===== config.mk =====
export PLATFORM = sky130hd
export DESIGN_NAME = segment_layout_extractor
export DESIGN_NICKNAME = d
export VERILOG_FILES = /design/src/rtl/sle_pkg.sv /design/src/rtl/sle_dp.sv /design/src/rtl/sle_ctrl.sv /design/src/rtl/segment_layout_extractor.sv
export VERILOG_INCLUDE_DIRS = /design/src /design/src/rtl
export SDC_FILE = /design/constraint.sdc
export NUM_CORES = 2
export LEC_CHECK = 0
export BUFFER_PORTS_ARGS = -buffer_cell sky130_fd_sc_hd__buf_2
export CAP_MARGIN = 30
export CORE_MARGIN = 5
export CORE_UTILIZATION = 25
export CTS_CLUSTER_DIAMETER = 200
export DETAILED_ROUTE_END_ITERATION = 10
export PLACE_DENSITY = 0.38
export SETUP_SLACK_MARGIN = 0.4
export SLEW_MARGIN = 10
export SYNTH_ARGS = -nofsm -noshare
export SYNTH_HDL_FRONTEND = slang
export SYNTH_SLANG_ARGS = --single-unit

===== constraint.sdc =====
create_clock -name clk_i -period 10.5 [get_ports clk_i]
set_clock_uncertainty 0.1 [all_clocks]
set_input_delay 2.1 -clock clk_i [delete_from_list [all_inputs] [get_ports clk_i]]
set_output_delay 2.1 -clock clk_i [all_outputs]
set_load 0.005 [all_outputs]

===== src/rtl/segment_layout_extractor_macros.svh =====
// Assertion macros used by sle_dp, the datapath of the segment layout extractor.
`ifndef SEGMENT_LAYOUT_EXTRACTOR_MACROS_SVH
`define SEGMENT_LAYOUT_EXTRACTOR_MACROS_SVH

`ifndef SYNTHESIS
`define SLE_ASSERT_IMP(lbl, clk, rst_n, ante, cons, msg) \
  lbl: assert property (@(posedge clk) disable iff (!rst_n) (ante) |-> (cons)) else $error(msg);
`define SLE_ASSERT_NXT(lbl, clk, rst_n, ante, cons, msg) \
  lbl: assert property (@(posedge clk) disable iff (!rst_n) (ante) |=> (cons)) else $error(msg);
`else
`define SLE_ASSERT_IMP(lbl, clk, rst_n, ante, cons, msg)
`define SLE_ASSERT_NXT(lbl, clk, rst_n, ante, cons, msg)
`endif

`endif


===== src/rtl/sle_pkg.sv =====
`timescale 1ns / 1ps

package sle_pkg;

  localparam int unsigned MaxSegmentsDef    = 64;
  localparam int unsigned MaxOccurrencesDef = 4096;
  localparam int unsigned MaxBlocksDef      = 65536;

  localparam int unsigned InDataW  = 32;
  localparam int unsigned OutDataW = 112;

  typedef enum logic [2:0] {
    StOk       = 3'd0,
    StNoTrid   = 3'd1,
    StNoCore   = 3'd2,
    StMismatch = 3'd3,
    StFull     = 3'd4,
    StTooMany  = 3'd5
  } status_e;

  typedef struct packed {
    logic [15:0] block_coreid;
    logic [15:0] block_trid;
  } in_item_t;

  typedef struct packed {
    logic [4:0]  pad;
    logic [2:0]  status;
    logic [12:0] occurrence_count;
    logic [6:0]  unique_count;
    logic [15:0] repetition_id;
    logic        new_segment;
    logic [16:0] segment_length;
    logic [15:0] segment_offset;
    logic [15:0] segment_id;
    logic [5:0]  segment_index;
    logic [11:0] occurrence_index;
  } out_item_t;

  typedef struct packed {
    logic    load_in;
    logic    set_first;
    logic    open_seg;
    logic    bc_inc;
    logic    clear_run;
    logic    scan_clr;
    logic    scan_step;
    logic    emit_occ;
    logic    fresh;
    logic    emit_sum;
    status_e status;
  } cmd_t;

  typedef struct packed {
    logic drain;
    logic eos;
    logic bc_zero;
    logic trid_zero;
    logic core_zero;
    logic trid_new;
    logic bc_max;
    logic occ_full;
    logic uniq_full;
    logic scan_done;
    logic hit;
    logic len_match;
    logic out_free;
  } sts_t;

endpackage


===== src/rtl/sle_dp.sv =====
`timescale 1ns / 1ps
`include "segment_layout_extractor_macros.svh"

module sle_dp #(
  parameter int unsigned MAX_SEGMENTS    = sle_pkg::MaxSegmentsDef,
  parameter int unsigned MAX_OCCURRENCES = sle_pkg::MaxOccurrencesDef,
  parameter int unsigned MAX_BLOCKS      = sle_pkg::MaxBlocksDef
) (
  input  logic                clk_i,
  input  logic                rst_ni,
  input  sle_pkg::cmd_t       cmd_i,
  output sle_pkg::sts_t       sts_o,
  input  sle_pkg::in_item_t   in_item_i,
  input  logic                in_eos_i,
  output logic                out_valid_o,
  input  logic                out_ready_i,
  output sle_pkg::out_item_t  out_item_o,
  output logic                out_last_o
);

  localparam int unsigned SegIdxW = (MAX_SEGMENTS > 1) ? $clog2(MAX_SEGMENTS) : 1;
  localparam int unsigned UniqW   = $clog2(MAX_SEGMENTS + 1);
  localparam int unsigned OccW    = $clog2(MAX_OCCURRENCES + 1);
  localparam int unsigned BcW     = $clog2(MAX_BLOCKS + 1);

  logic [15:0] trid_q, core_q;
  logic        eos_q;

  logic [15:0]      first_q, first_d;
  logic [BcW-1:0]   bc_q, bc_d;
  logic [15:0]      label_q, label_d;
  logic [BcW-1:0]   start_q, start_d;
  logic [OccW-1:0]  occ_q, occ_d;
  logic [UniqW-1:0] uniq_q, uniq_d;
  logic             drain_q, drain_d;
  logic [UniqW-1:0] scan_q, scan_d;
  logic             rd_v_q, rd_v_d;
  logic             out_valid_q, out_valid_d;

  logic [15:0]        mem_label [MAX_SEGMENTS];
  logic [BcW-1:0]     mem_off   [MAX_SEGMENTS];
  logic [BcW-1:0]     mem_len   [MAX_SEGMENTS];
  logic [SegIdxW-1:0] rd_idx_q;
  logic [15:0]        rd_label_q;
  logic [BcW-1:0]     rd_off_q;
  logic [BcW-1:0]     rd_len_q;

  logic [BcW-1:0]     len;
  logic [SegIdxW-1:0] idx_sel;
  logic [BcW-1:0]     off_sel, len_sel;
  logic [31:0]        occ_ext, uniq_ext, idx_ext, off_ext, len_ext;
  logic               emit;

  sle_pkg::out_item_t out_d, out_q;
  logic               last_q;

  assign len  = bc_q - start_q;
  assign emit = cmd_i.emit_occ | cmd_i.emit_sum;

  always_ff @(posedge clk_i) begin
    if (cmd_i.load_in) begin
      trid_q <= in_item_i.block_trid;
      core_q <= in_item_i.block_coreid;
      eos_q  <= in_eos_i;
    end
  end

  always_comb begin
    first_d     = first_q;
    bc_d        = bc_q;
    label_d     = label_q;
    start_d     = start_q;
    occ_d       = occ_q;
    uniq_d      = uniq_q;
    drain_d     = drain_q;
    scan_d      = scan_q;
    rd_v_d      = cmd_i.scan_step;
    out_valid_d = out_valid_q;
    if (out_ready_i) begin
      out_valid_d = 1'b0;
    end
    if (emit) begin
      out_valid_d = 1'b1;
    end
    if (cmd_i.set_first) begin
      first_d = trid_q;
    end
    if (cmd_i.open_seg) begin
      label_d = core_q;
      start_d = bc_q;
    end
    if (cmd_i.bc_inc) begin
      bc_d = bc_q + BcW'(1);
    end
    if (cmd_i.scan_clr) begin
      scan_d = '0;
    end else if (cmd_i.scan_step) begin
      scan_d = scan_q + UniqW'(1);
    end
    if (cmd_i.emit_occ) begin
      occ_d = occ_q + OccW'(1);
      if (cmd_i.fresh) begin
        uniq_d = uniq_q + UniqW'(1);
      end
    end
    if (cmd_i.emit_sum) begin
      drain_d = 1'b1;
    end
    if (cmd_i.clear_run) begin
      first_d = '0;
      bc_d    = '0;
      label_d = '0;
      start_d = '0;
      occ_d   = '0;
      uniq_d  = '0;
      drain_d = 1'b0;
    end
  end

  always_ff @(posedge clk_i or negedge rst_ni) begin
    if (!rst_ni) begin
      first_q     <= '0;
      bc_q        <= '0;
      label_q     <= '0;
      start_q     <= '0;
      occ_q       <= '0;
      uniq_q      <= '0;
      drain_q     <= 1'b0;
      scan_q      <= '0;
      rd_v_q      <= 1'b0;
      out_valid_q <= 1'b0;
    end else begin
      first_q     <= first_d;
      bc_q        <= bc_d;
      label_q     <= label_d;
      start_q     <= start_d;
      occ_q       <= occ_d;
      uniq_q      <= uniq_d;
      drain_q     <= drain_d;
      scan_q      <= scan_d;
      rd_v_q      <= rd_v_d;
      out_valid_q <= out_valid_d;
    end
  end

  // Unique segment table: one write port for inserts, one registered read port for the scan.
  always_ff @(posedge clk_i) begin
    if (cmd_i.emit_occ && cmd_i.fresh) begin
      mem_label[uniq_q[SegIdxW-1:0]] <= label_q;
      mem_off[uniq_q[SegIdxW-1:0]]   <= start_q;
      mem_len[uniq_q[SegIdxW-1:0]]   <= len;
    end
    if (cmd_i.scan_step) begin
      rd_idx_q   <= scan_q[SegIdxW-1:0];
      rd_label_q <= mem_label[scan_q[SegIdxW-1:0]];
      rd_off_q   <= mem_off[scan_q[SegIdxW-1:0]];
      rd_len_q   <= mem_len[scan_q[SegIdxW-1:0]];
    end
  end

  assign idx_sel  = cmd_i.fresh ? uniq_q[SegIdxW-1:0] : rd_idx_q;
  assign off_sel  = cmd_i.fresh ? start_q : rd_off_q;
  assign len_sel  = cmd_i.fresh ? len : rd_len_q;
  assign occ_ext  = 32'(occ_q);
  assign uniq_ext = 32'(uniq_q);
  assign idx_ext  = 32'(idx_sel);
  assign off_ext  = 32'(off_sel);
  assign len_ext  = 32'(len_sel);

  always_comb begin
    out_d = '0;
    if (cmd_i.emit_sum) begin
      out_d.repetition_id    = first_q;
      out_d.unique_count     = uniq_ext[6:0];
      out_d.occurrence_count = occ_ext[12:0];
      out_d.status           = cmd_i.status;
    end else begin
      out_d.occurrence_index = occ_ext[11:0];
      out_d.segment_index    = idx_ext[5:0];
      out_d.segment_id       = label_q;
      out_d.segment_offset   = off_ext[15:0];
      out_d.segment_length   = len_ext[16:0];
      out_d.new_segment      = cmd_i.fresh;
    end
  end

  always_ff @(posedge clk_i) begin
    if (emit) begin
      out_q  <= out_d;
      last_q <= cmd_i.emit_sum;
    end
  end

  assign out_valid_o = out_valid_q;
  assign out_item_o  = out_q;
  assign out_last_o  = last_q;

  assign sts_o.drain     = drain_q;
  assign sts_o.eos       = eos_q;
  assign sts_o.bc_zero   = (bc_q == '0);
  assign sts_o.trid_zero = (trid_q == '0);
  assign sts_o.core_zero = (core_q == '0);
  assign sts_o.trid_new  = (trid_q != '0) && (trid_q != first_q);
  assign sts_o.bc_max    = (bc_q >= BcW'(MAX_BLOCKS));
  assign sts_o.occ_full  = (occ_q >= OccW'(MAX_OCCURRENCES));
  assign sts_o.uniq_full = (uniq_q >= UniqW'(MAX_SEGMENTS));
  assign sts_o.scan_done = (scan_q >= uniq_q);
  assign sts_o.hit       = rd_v_q && (rd_label_q == label_q);
  assign sts_o.len_match = (rd_len_q == len);
  assign sts_o.out_free  = !out_valid_q || out_ready_i;

  `SLE_ASSERT_IMP(a_single_emit, clk_i, rst_ni, cmd_i.emit_occ, !cmd_i.emit_sum, "two results in one cycle")
  `SLE_ASSERT_IMP(a_emit_free, clk_i, rst_ni, emit, !out_valid_q || out_ready_i, "result overwrites a waiting one")
  `SLE_ASSERT_NXT(a_insert_count, clk_i, rst_ni, cmd_i.emit_occ && cmd_i.fresh, uniq_q == $past(uniq_q) + UniqW'(1), "insert did not advance the unique count")
  `SLE_ASSERT_NXT(a_sum_drain, clk_i, rst_ni, cmd_i.emit_sum && !cmd_i.clear_run, drain_q, "summary without drain phase")

endmodule


===== src/rtl/sle_ctrl.sv =====
`timescale 1ns / 1ps

module sle_ctrl (
  input  logic          clk_i,
  input  logic          rst_ni,
  input  logic          in_valid_i,
  output logic          in_ready_o,
  input  sle_pkg::sts_t sts_i,
  output sle_pkg::cmd_t cmd_o
);

  localparam logic [3:0] S_IDLE   = 4'd0;
  localparam logic [3:0] S_DECIDE = 4'd1;
  localparam logic [3:0] S_POST   = 4'd2;
  localparam logic [3:0] S_CHECK  = 4'd3;
  localparam logic [3:0] S_SEARCH = 4'd4;
  localparam logic [3:0] S_FOUND  = 4'd5;
  localparam logic [3:0] S_MISS   = 4'd6;
  localparam logic [3:0] S_RET    = 4'd7;
  localparam logic [3:0] S_SUM    = 4'd8;

  localparam logic [1:0] K_CORE = 2'd0;
  localparam logic [1:0] K_TRID = 2'd1;
  localparam logic [1:0] K_EOS  = 2'd2;

  logic [3:0]       state_q, state_d;
  logic [1:0]       kind_q, kind_d;
  sle_pkg::status_e st_q, st_d;

  always_comb begin
    state_d    = state_q;
    kind_d     = kind_q;
    st_d       = st_q;
    in_ready_o = 1'b0;
    cmd_o      = '0;
    cmd_o.status = st_q;
    unique case (state_q)
      S_IDLE: begin
        in_ready_o = 1'b1;
        if (in_valid_i) begin
          cmd_o.load_in = 1'b1;
          state_d = S_DECIDE;
        end
      end
      S_DECIDE: begin
        if (sts_i.drain) begin
          cmd_o.clear_run = sts_i.eos;
          state_d = S_IDLE;
        end else if (sts_i.bc_zero) begin
          if (sts_i.trid_zero) begin
            st_d = sle_pkg::StNoTrid;
            state_d = S_SUM;
          end else if (sts_i.core_zero) begin
            cmd_o.set_first = 1'b1;
            st_d = sle_pkg::StNoCore;
            state_d = S_SUM;
          end else begin
            cmd_o.set_first = 1'b1;
            cmd_o.open_seg  = 1'b1;
            state_d = S_POST;
          end
        end else if (sts_i.trid_new) begin
          kind_d = K_TRID;
          state_d = S_CHECK;
        end else if (sts_i.bc_max) begin
          st_d = sle_pkg::StTooMany;
          state_d = S_SUM;
        end else if (!sts_i.core_zero) begin
          kind_d = K_CORE;
          state_d = S_CHECK;
        end else begin
          state_d = S_POST;
        end
      end
      S_POST: begin
        cmd_o.bc_inc = 1'b1;
        if (sts_i.eos) begin
          kind_d = K_EOS;
          state_d = S_CHECK;
        end else begin
          state_d = S_IDLE;
        end
      end
      S_CHECK: begin
        if (sts_i.occ_full) begin
          st_d = sle_pkg::StFull;
          state_d = S_RET;
        end else begin
          cmd_o.scan_clr = 1'b1;
          state_d = S_SEARCH;
        end
      end
      S_SEARCH: begin
        if (sts_i.hit) begin
          state_d = S_FOUND;
        end else if (sts_i.scan_done) begin
          state_d = S_MISS;
        end else begin
          cmd_o.scan_step = 1'b1;
        end
      end
      S_FOUND: begin
        if (!sts_i.len_match) begin
          st_d = sle_pkg::StMismatch;
          state_d = S_RET;
        end else if (sts_i.out_free) begin
          cmd_o.emit_occ = 1'b1;
          st_d = sle_pkg::StOk;
          state_d = S_RET;
        end
      end
      S_MISS: begin
        if (sts_i.uniq_full) begin
          st_d = sle_pkg::StFull;
          state_d = S_RET;
        end else if (sts_i.out_free) begin
          cmd_o.emit_occ = 1'b1;
          cmd_o.fresh    = 1'b1;
          st_d = sle_pkg::StOk;
          state_d = S_RET;
        end
      end
      S_RET: begin
        if (kind_q == K_CORE && st_q == sle_pkg::StOk) begin
          cmd_o.open_seg = 1'b1;
          state_d = S_POST;
        end else begin
          state_d = S_SUM;
        end
      end
      S_SUM: begin
        if (sts_i.out_free) begin
          cmd_o.emit_sum  = 1'b1;
          cmd_o.clear_run = sts_i.eos;
          state_d = S_IDLE;
        end
      end
      default: begin
        state_d = S_IDLE;
      end
    endcase
  end

  always_ff @(posedge clk_i or negedge rst_ni) begin
    if (!rst_ni) begin
      state_q <= S_IDLE;
      kind_q  <= K_CORE;
      st_q    <= sle_pkg::StOk;
    end else begin
      state_q <= state_d;
      kind_q  <= kind_d;
      st_q    <= st_d;
    end
  end

endmodule


===== src/rtl/segment_layout_extractor.sv =====
`timescale 1ns / 1ps

// Segment layout extractor: takes one request per block (repetition label, segment label,
// end of sequence in tlast) and returns one result per closed segment occurrence plus one
// summary result, marked by tlast, that ends the repetition. Each closed occurrence adds
// a linear search of the unique segment table through its single registered read port,
// one entry per cycle. A block is taken only when the previous one is fully processed;
// a result waiting in the output register does not hold up the input until the next
// result is due.
module segment_layout_extractor #(
  parameter int unsigned MAX_SEGMENTS    = sle_pkg::MaxSegmentsDef,
  parameter int unsigned MAX_OCCURRENCES = sle_pkg::MaxOccurrencesDef,
  parameter int unsigned MAX_BLOCKS      = sle_pkg::MaxBlocksDef
) (
  input  logic                         clk_i,
  input  logic                         rst_ni,
  input  logic                         s_axis_tvalid,
  output logic                         s_axis_tready,
  // block_trid[15:0], block_coreid[31:16]
  input  logic [sle_pkg::InDataW-1:0]  s_axis_tdata,
  input  logic                         s_axis_tlast,
  output logic                         m_axis_tvalid,
  input  logic                         m_axis_tready,
  // occurrence_index[11:0], segment_index[17:12], segment_id[33:18],
  // segment_offset[49:34], segment_length[66:50], new_segment[67],
  // repetition_id[83:68], unique_count[90:84], occurrence_count[103:91],
  // status[106:104], zero fill[111:107]
  output logic [sle_pkg::OutDataW-1:0] m_axis_tdata,
  output logic                         m_axis_tlast
);

  sle_pkg::cmd_t      cmd;
  sle_pkg::sts_t      sts;
  sle_pkg::in_item_t  in_item;
  sle_pkg::out_item_t out_item;

  assign in_item      = s_axis_tdata;
  assign m_axis_tdata = out_item;

  sle_ctrl u_ctrl (
    .clk_i      (clk_i),
    .rst_ni     (rst_ni),
    .in_valid_i (s_axis_tvalid),
    .in_ready_o (s_axis_tready),
    .sts_i      (sts),
    .cmd_o      (cmd)
  );

  sle_dp #(
    .MAX_SEGMENTS    (MAX_SEGMENTS),
    .MAX_OCCURRENCES (MAX_OCCURRENCES),
    .MAX_BLOCKS      (MAX_BLOCKS)
  ) u_dp (
    .clk_i       (clk_i),
    .rst_ni      (rst_ni),
    .cmd_i       (cmd),
    .sts_o       (sts),
    .in_item_i   (in_item),
    .in_eos_i    (s_axis_tlast),
    .out_valid_o (m_axis_tvalid),
    .out_ready_i (m_axis_tready),
    .out_item_o  (out_item),
    .out_last_o  (m_axis_tlast)
  );

endmodule

======== Word-level counts from Yosys, hierarchy flattened ========
Memories as Yosys holds them, arrays and structs flattened. A register that Yosys moved wholly into a read port is not among the register bits.
Cells that the tools add are included.
Widths: inputs -> output; s select.
word-level totals
  register bits after elaboration ......... 252
  memory bits (writable) .................. 3200
  input port bits ......................... 37
  memories ................................ 3
memory list
  name            words  width  read ports  clocked after memory_dff  wr ports  line          RTL
  u_dp.mem_len    64     17     1           1                         1         sle_dp.sv:42  logic [BcW-1:0] mem_len [MAX_SEGMENTS];
  u_dp.mem_off    64     17     1           1                         1         sle_dp.sv:41  logic [BcW-1:0] mem_off [MAX_SEGMENTS];
  u_dp.mem_label  64     16     1           1                         1         sle_dp.sv:40  logic [15:0] mem_label [MAX_SEGMENTS];
cells by class
  add/subtract/negate cells ............... 5
  magnitude comparators ................... 4
  equality and inequality tests ........... 23
  mux-type cells .......................... 86
  bitwise operators ....................... 1
  reduce and logical (&&, ||, !) cells .... 27
operators by type and width
  cell                   number
  $mux 17                5
  $mux 16                5
  $mux 4                 14
  $pmux 4 s9             1
  $mux 7                 5
  $logic_not 16->1       2
  $mux 3                 10
  $mux 13                2
  $mux 2                 13
  $mux 1                 25
  $reduce_bool 2->1      9
  $add 17x1->17 const B  1
  $eq 17x17->1           1
  $ge 17x17->1 const B   1
  $logic_not 17->1       1
  $sub 17x17->17         1
  $eq 16x16->1           1
  $eq 4x3->1 const B     4
  $ne 16x16->1           1
  $reduce_bool 16->1     1
  $ne 3x3->1 const B     5
  $add 7x1->7 const B    2
  $add 13x1->13 const B  1
  $ge 13x13->1 const B   1
  23 further kinds       34

======== Depth between registers and ports, before layout ========
  depth in word-level cells ............... 8
  depth in mapped cells ................... 15
  depth with buffers taken out ............ 12

======== By module ========
Synthesis repeated with hierarchy kept, for this count alone.
unflattened totals
  cell total of the unflattened synthesis .. 5637
  area total of the unflattened synthesis .. 132608.4 um2
modules (own cells, without submodules)
  module    times used  cells each  area an instance (um2)  sequential area each (um2)
  sle_dp    1           5519        131688.8                102458.3
  sle_ctrl  1           118         919.6                   225.2

======== Least setup slack after synthesis ========
No wires, ideal clock.
  kind .................................... reg-to-reg
  start point ............................. reg u_dp.start_q[6]
  end point ............................... reg u_dp.out_q, in the netlist u_dp.out_item_o[0], enable pin
  data arrival time ....................... 8254 ps
  data required time ...................... 9812 ps
  setup slack ............................. 1558 ps
  cell stages (with the launch flop) ...... 13
  path buffers ............................ 1
  period minus slack after synthesis ...... 8942 ps
  cell sequence ........................... dfrtp_1 > inv_1 > ha_1 > clkbuf_1 > and3_1 > a22o_1 > a21o_1 > a21oi_1 > xnor2_1 > and4_1 > and4_4 > nor2_1 > o21ai_1
on the way
  cells in the longest elaborated chain, start to end .. 5
ends and longest elaborated chain
  element                 line             RTL
  start, declared         sle_dp.sv:32     logic [BcW-1:0] start_q, start_d;
  start signal, assigned  sle_dp.sv:136    start_q <= start_d;
  $sub 17x17->17          sle_dp.sv:57     assign len = bc_q - start_q;
  named net u_dp.len[7]   sle_dp.sv:48     logic [BcW-1:0] len;
  $eq 17x17->1            sle_dp.sv:209    assign sts_o.len_match = (rd_len_q == len);
  $mux 1                  sle_ctrl.sv:103  if (!sts_i.len_match) begin
  $pmux 1 s2              sle_ctrl.sv:37   unique case (state_q)
  $or 1x1->1              sle_dp.sv:58     assign emit = cmd_i.emit_occ | cmd_i.emit_sum;
  named net u_dp.emit     sle_dp.sv:52     logic emit;
  end signal, assigned    sle_dp.sv:189    out_q <= out_d;
  end, declared           sle_dp.sv:54     sle_pkg::out_item_t out_d, out_q;
The timed path passes the listed nets, and every way through them passes these cells.
A chain may end at the register's enable or synchronous reset.

======== Worst setup path in the final report ========
  start point ............................. reg u_dp.start_q[6]
  end point ............................... reg u_dp.out_q, in the netlist u_dp.out_item_o[40], enable pin
Same word-level chain as after synthesis.

==> results.md <==
* Setup TNS at 0 ns
* Final Hold Vio Count at 0
* Met2 WL post-DR at 213100 µm
* Hold Buf Count CTS at 0
* Row cnt at 267
* Worst path max stage delay at 0.63 ns
* Number of distinct library cells after synthesis at 66
* CP max-delay cell: buf_4
* Reg2reg end: u_dp.out_item_o[40]
* Tightest Pin Transition at 1.108 ns
* Hold_sp: u_ctrl.kind_q[0]
* Synth async-reset ratio at 3.055%
* Worst Setup End Kind: flip-flop
* R2R cell count at 15
* DIE AREA at 544300 µm²
* Part of the cycle the worst path needs at 54.10%
* Htree depth at 5
* DRT Pass-1 Iters at 5
* CP Cell Sequence: buf_4, inv_1, ha_1, a21o_1, a22o_1, a21o_1, a21oi_4, buf_4, xnor2_1, and4_1, and4_4, nor2_1, o21ai_4, buf_4, buf_16
* Final setup vio count at 0
* Max_slew headroom at 26.16%
* Count of pins over their slew limit at 0
* Worst VDD drop at 0.7763 mV
* Antenna viol nets, final at 0
* Ys Warns at 0
* Initial antenna violation count at 26
* Max clock buf depth at 4
* Status: complete, no violations
* Initial Utilization at 25.07%
* First-pass GRT wire length at 579500 µm
* Max layer used: met4
* Nets at 6207
* Drt wl/cell at 31.59 µm
* DRC viols at 0
* Core area at 528200 µm²
* Area of the mapped netlist at 132400 µm²
* Clock Pin Slew Worst Setup and Hold Paths at 0.06 ns
* Crit start category: flip-flop
* Hold Path Cell Cnt at 2
* DRT iter0 DRCs at 5409
* Yosys reg bits at 3437
* Crit Path Max Fanout at 68
* Most frequent cells in the layout: edfxtp_1 (3332), mux4_2 (1029), clkbuf_16 (402)
* RSZ-0062 raised after global routing: false
* Met1 WL at 188100 µm
* Setup CP Type: flip-flop to flip-flop
* Synthesized area per cell at 23.39 µm²
* Die height at 737.8 µm
* Vias in the first global route at 64252
* Worst Hold Class: flip-flop to flip-flop
* Layout cells sized above 1 at 32.32%
* Largest net degree at the start of global routing at 111
* Sequential element share of the synthesized area at 77.55%
* Pwr/cell area at 318.9 nW/µm²
* R2r startpoint: u_dp.start_q[6]
* Static leakage at 47.81 nW
* Die W at 737.8 µm
* Max Cap Viol at 0
* Dpl cells at 12731
* Min Tclk post-route at 5.681 ns
* DP HPWL at 263300 µm
* Most used DFF post-synth: edfxtp_1
* Clk_lat worst skew at 1.01 ns
* GP Congestion at 0.7577
* Reg2Reg Setup Slack at 4.82 ns
* Post-CTS resize count at 0
* CP required at 10.99 ns
* Filler instances at 50987
* Postcts setup bufs at 0
* CP dominant cell by count: buf_4
* Vias at 61555
* Routed wire length on met3 at 17140 µm
* Io pins at 152
* Sink Count at 3437
* Vias/cell at 4.562
* Worst hold endpoint: u_ctrl.kind_q[0]
* Post-synth EDFFs at 3332
* Layout area overhead at 18.13%
* Clock Root Buffer: clkbuf_16
* Non-Filler Instances at 13492
* Worst path arrival time at 6.17 ns
* Most common cell after layout, fill and taps aside: edfxtp_1
* Total wire length at 426300 µm
* FMAX at 176.0 MHz
* All-Layer GR Usage at 15.37%
* CTS tree: yes
* CTS Buf Count at 397
* GR Overflow Total at 0
* Min Hold Slack at 0.4067 ns
* I/O Buffers at 146
* Cell count after synthesis at 5661
==> flip-flops by register name, summed over array words and instances, names as in the netlist, 4 cells and up <==
register / flops
u_ctrl.state_q: 4
u_dp.bc_q: 17
u_dp.core_q: 16
u_dp.first_q: 16
u_dp.label_q: 16
u_dp.mem_label: 1024
u_dp.mem_len: 1088
u_dp.mem_off: 1024
u_dp.occ_q: 13
u_dp.out_item_o: 107
u_dp.rd_idx_q: 6
u_dp.rd_label_q: 16
u_dp.rd_len_q: 17
u_dp.rd_off_q: 16
u_dp.scan_q: 7
u_dp.start_q: 17
u_dp.trid_q: 16
u_dp.uniq_q: 7
==> area by class of cell <==
type	count	area, µm²	area share (%)
Sequential cell	3437	102800	65.71
Multi-Input combinational cell	1894	29140	18.63
Clock buffer	508	10590	6.769
Tap cell	6994	8751	5.595
Timing Repair Buffer	375	3083	1.971
Clock inverter	227	1876	1.199
Inverter	34	130.1	0.08320
Antenna cell	23	57.56	0.03680
==> critical path: cells and delay by family (launching register included) <==
kind	cells	cell delay [ns]
buf+inv	5	2.12
compound gates	5	1.10
simple gates	3	0.81
fa+ha+maj	1	0.49
flops	1	0.34
xor+xnor	1	0.23
==> metrics by stage <==
stage                     cell area [µm²]  setup WS (ns)  util [%]  total power, mW
after CTS                          156300          4.676     29.59            51.06
after global routing               156400          4.540     29.61            51.94
after global placement             143200          3.900     27.11            37.39
after detailed placement           143800          4.070     27.23            37.56
final                              156400          4.819     29.61            49.88
after floorplan                    132400          1.558         -            28.66
==> worst max-delay path by stage <==
stage	from	depth (start not counted)	to
2_1_floorplan	u_dp.start_q[6]	12	u_dp.out_item_o[0]
6_report	u_dp.start_q[6]	15	u_dp.out_item_o[40]
3_5_place_dp	m_axis_tready	8	u_dp.mem_len[1][5]
4_1_cts	u_dp.start_q[8]	14	u_dp.out_item_o[34]
5_1_grt	u_dp.start_q[6]	15	u_dp.out_item_o[39]
3_3_place_gp	m_axis_tready	7	u_dp.mem_len[63][15]
==> Yosys cell counts (all sizes together), types with 2 or more instances <==
cell,count,area share [%]
a31oi,4,0.019
and2,38,0.18
a21o,11,0.062
a31o,2,0.013
and4,6,0.042
nor2b,35,0.17
dfrtp,105,2.0
edfxtp,3332,76
nand4,22,0.12
o2111ai,2,0.013
o21a,4,0.023
nor4,22,0.12
a22o,23,0.15
mux4,1029,18
xor2,42,0.28
nor3,17,0.064
or2,2,0.0095
o211ai,5,0.028
buf,80,0.27
mux2i,23,0.17
clkbuf,220,0.62
inv,31,0.088
nand2b,20,0.094
clkinv,3,0.0085
xnor2,38,0.25
a211o,2,0.013
o32a,2,0.015
or3,6,0.032
and3,11,0.052
o31ai,5,0.028
nor2,143,0.41
a21oi,79,0.32
nand2,162,0.46
a21boi,2,0.011
o2111a,2,0.017
a211oi,4,0.023
ha,30,0.28
xnor3,5,0.085
nand3,32,0.12
o21ai,42,0.16
nand3b,3,0.017
or4,2,0.011
==> routing by layer <==
metal | GRT usage (%) | vias to the layer above
met3 | 1.930 | 440
met4 | 2.862 | 0
met5 | 0 | -
met1 | 21.00 | 34575
met2 | 26.43 | 1422
li1 | - | 25118
==> logic make-up (layout without fill, tap and decap cells) <==
group / count (synthesis) / count (layout) / synth area share [%]
AO/OA/AOI/OAI: 197 / 197 / 0.9563
XOR/XNOR: 85 / 85 / 0.6142
adder cells (fa/ha/maj): 31 / 31 / 0.2986
buffers and inverters: 334 / 1144 / 0.9950
flip-flops: 3437 / 3437 / 77.55
multiplexers: 1053 / 1053 / 17.69
other: 1 / 28 / 0.002832
AND/OR/NAND/NOR: 523 / 523 / 1.897
==> power by group <==
part	internal, mW	total [mW]	leakage (nW)	switching [mW]
clock network	7.64	13.3	6.09	5.69
registers	19.9	20.9	31.7	0.924
logic	4.57	15.7	10.1	11.1
total	32.1	49.9	47.8	17.7
Power figures use the tool's default switching activity.
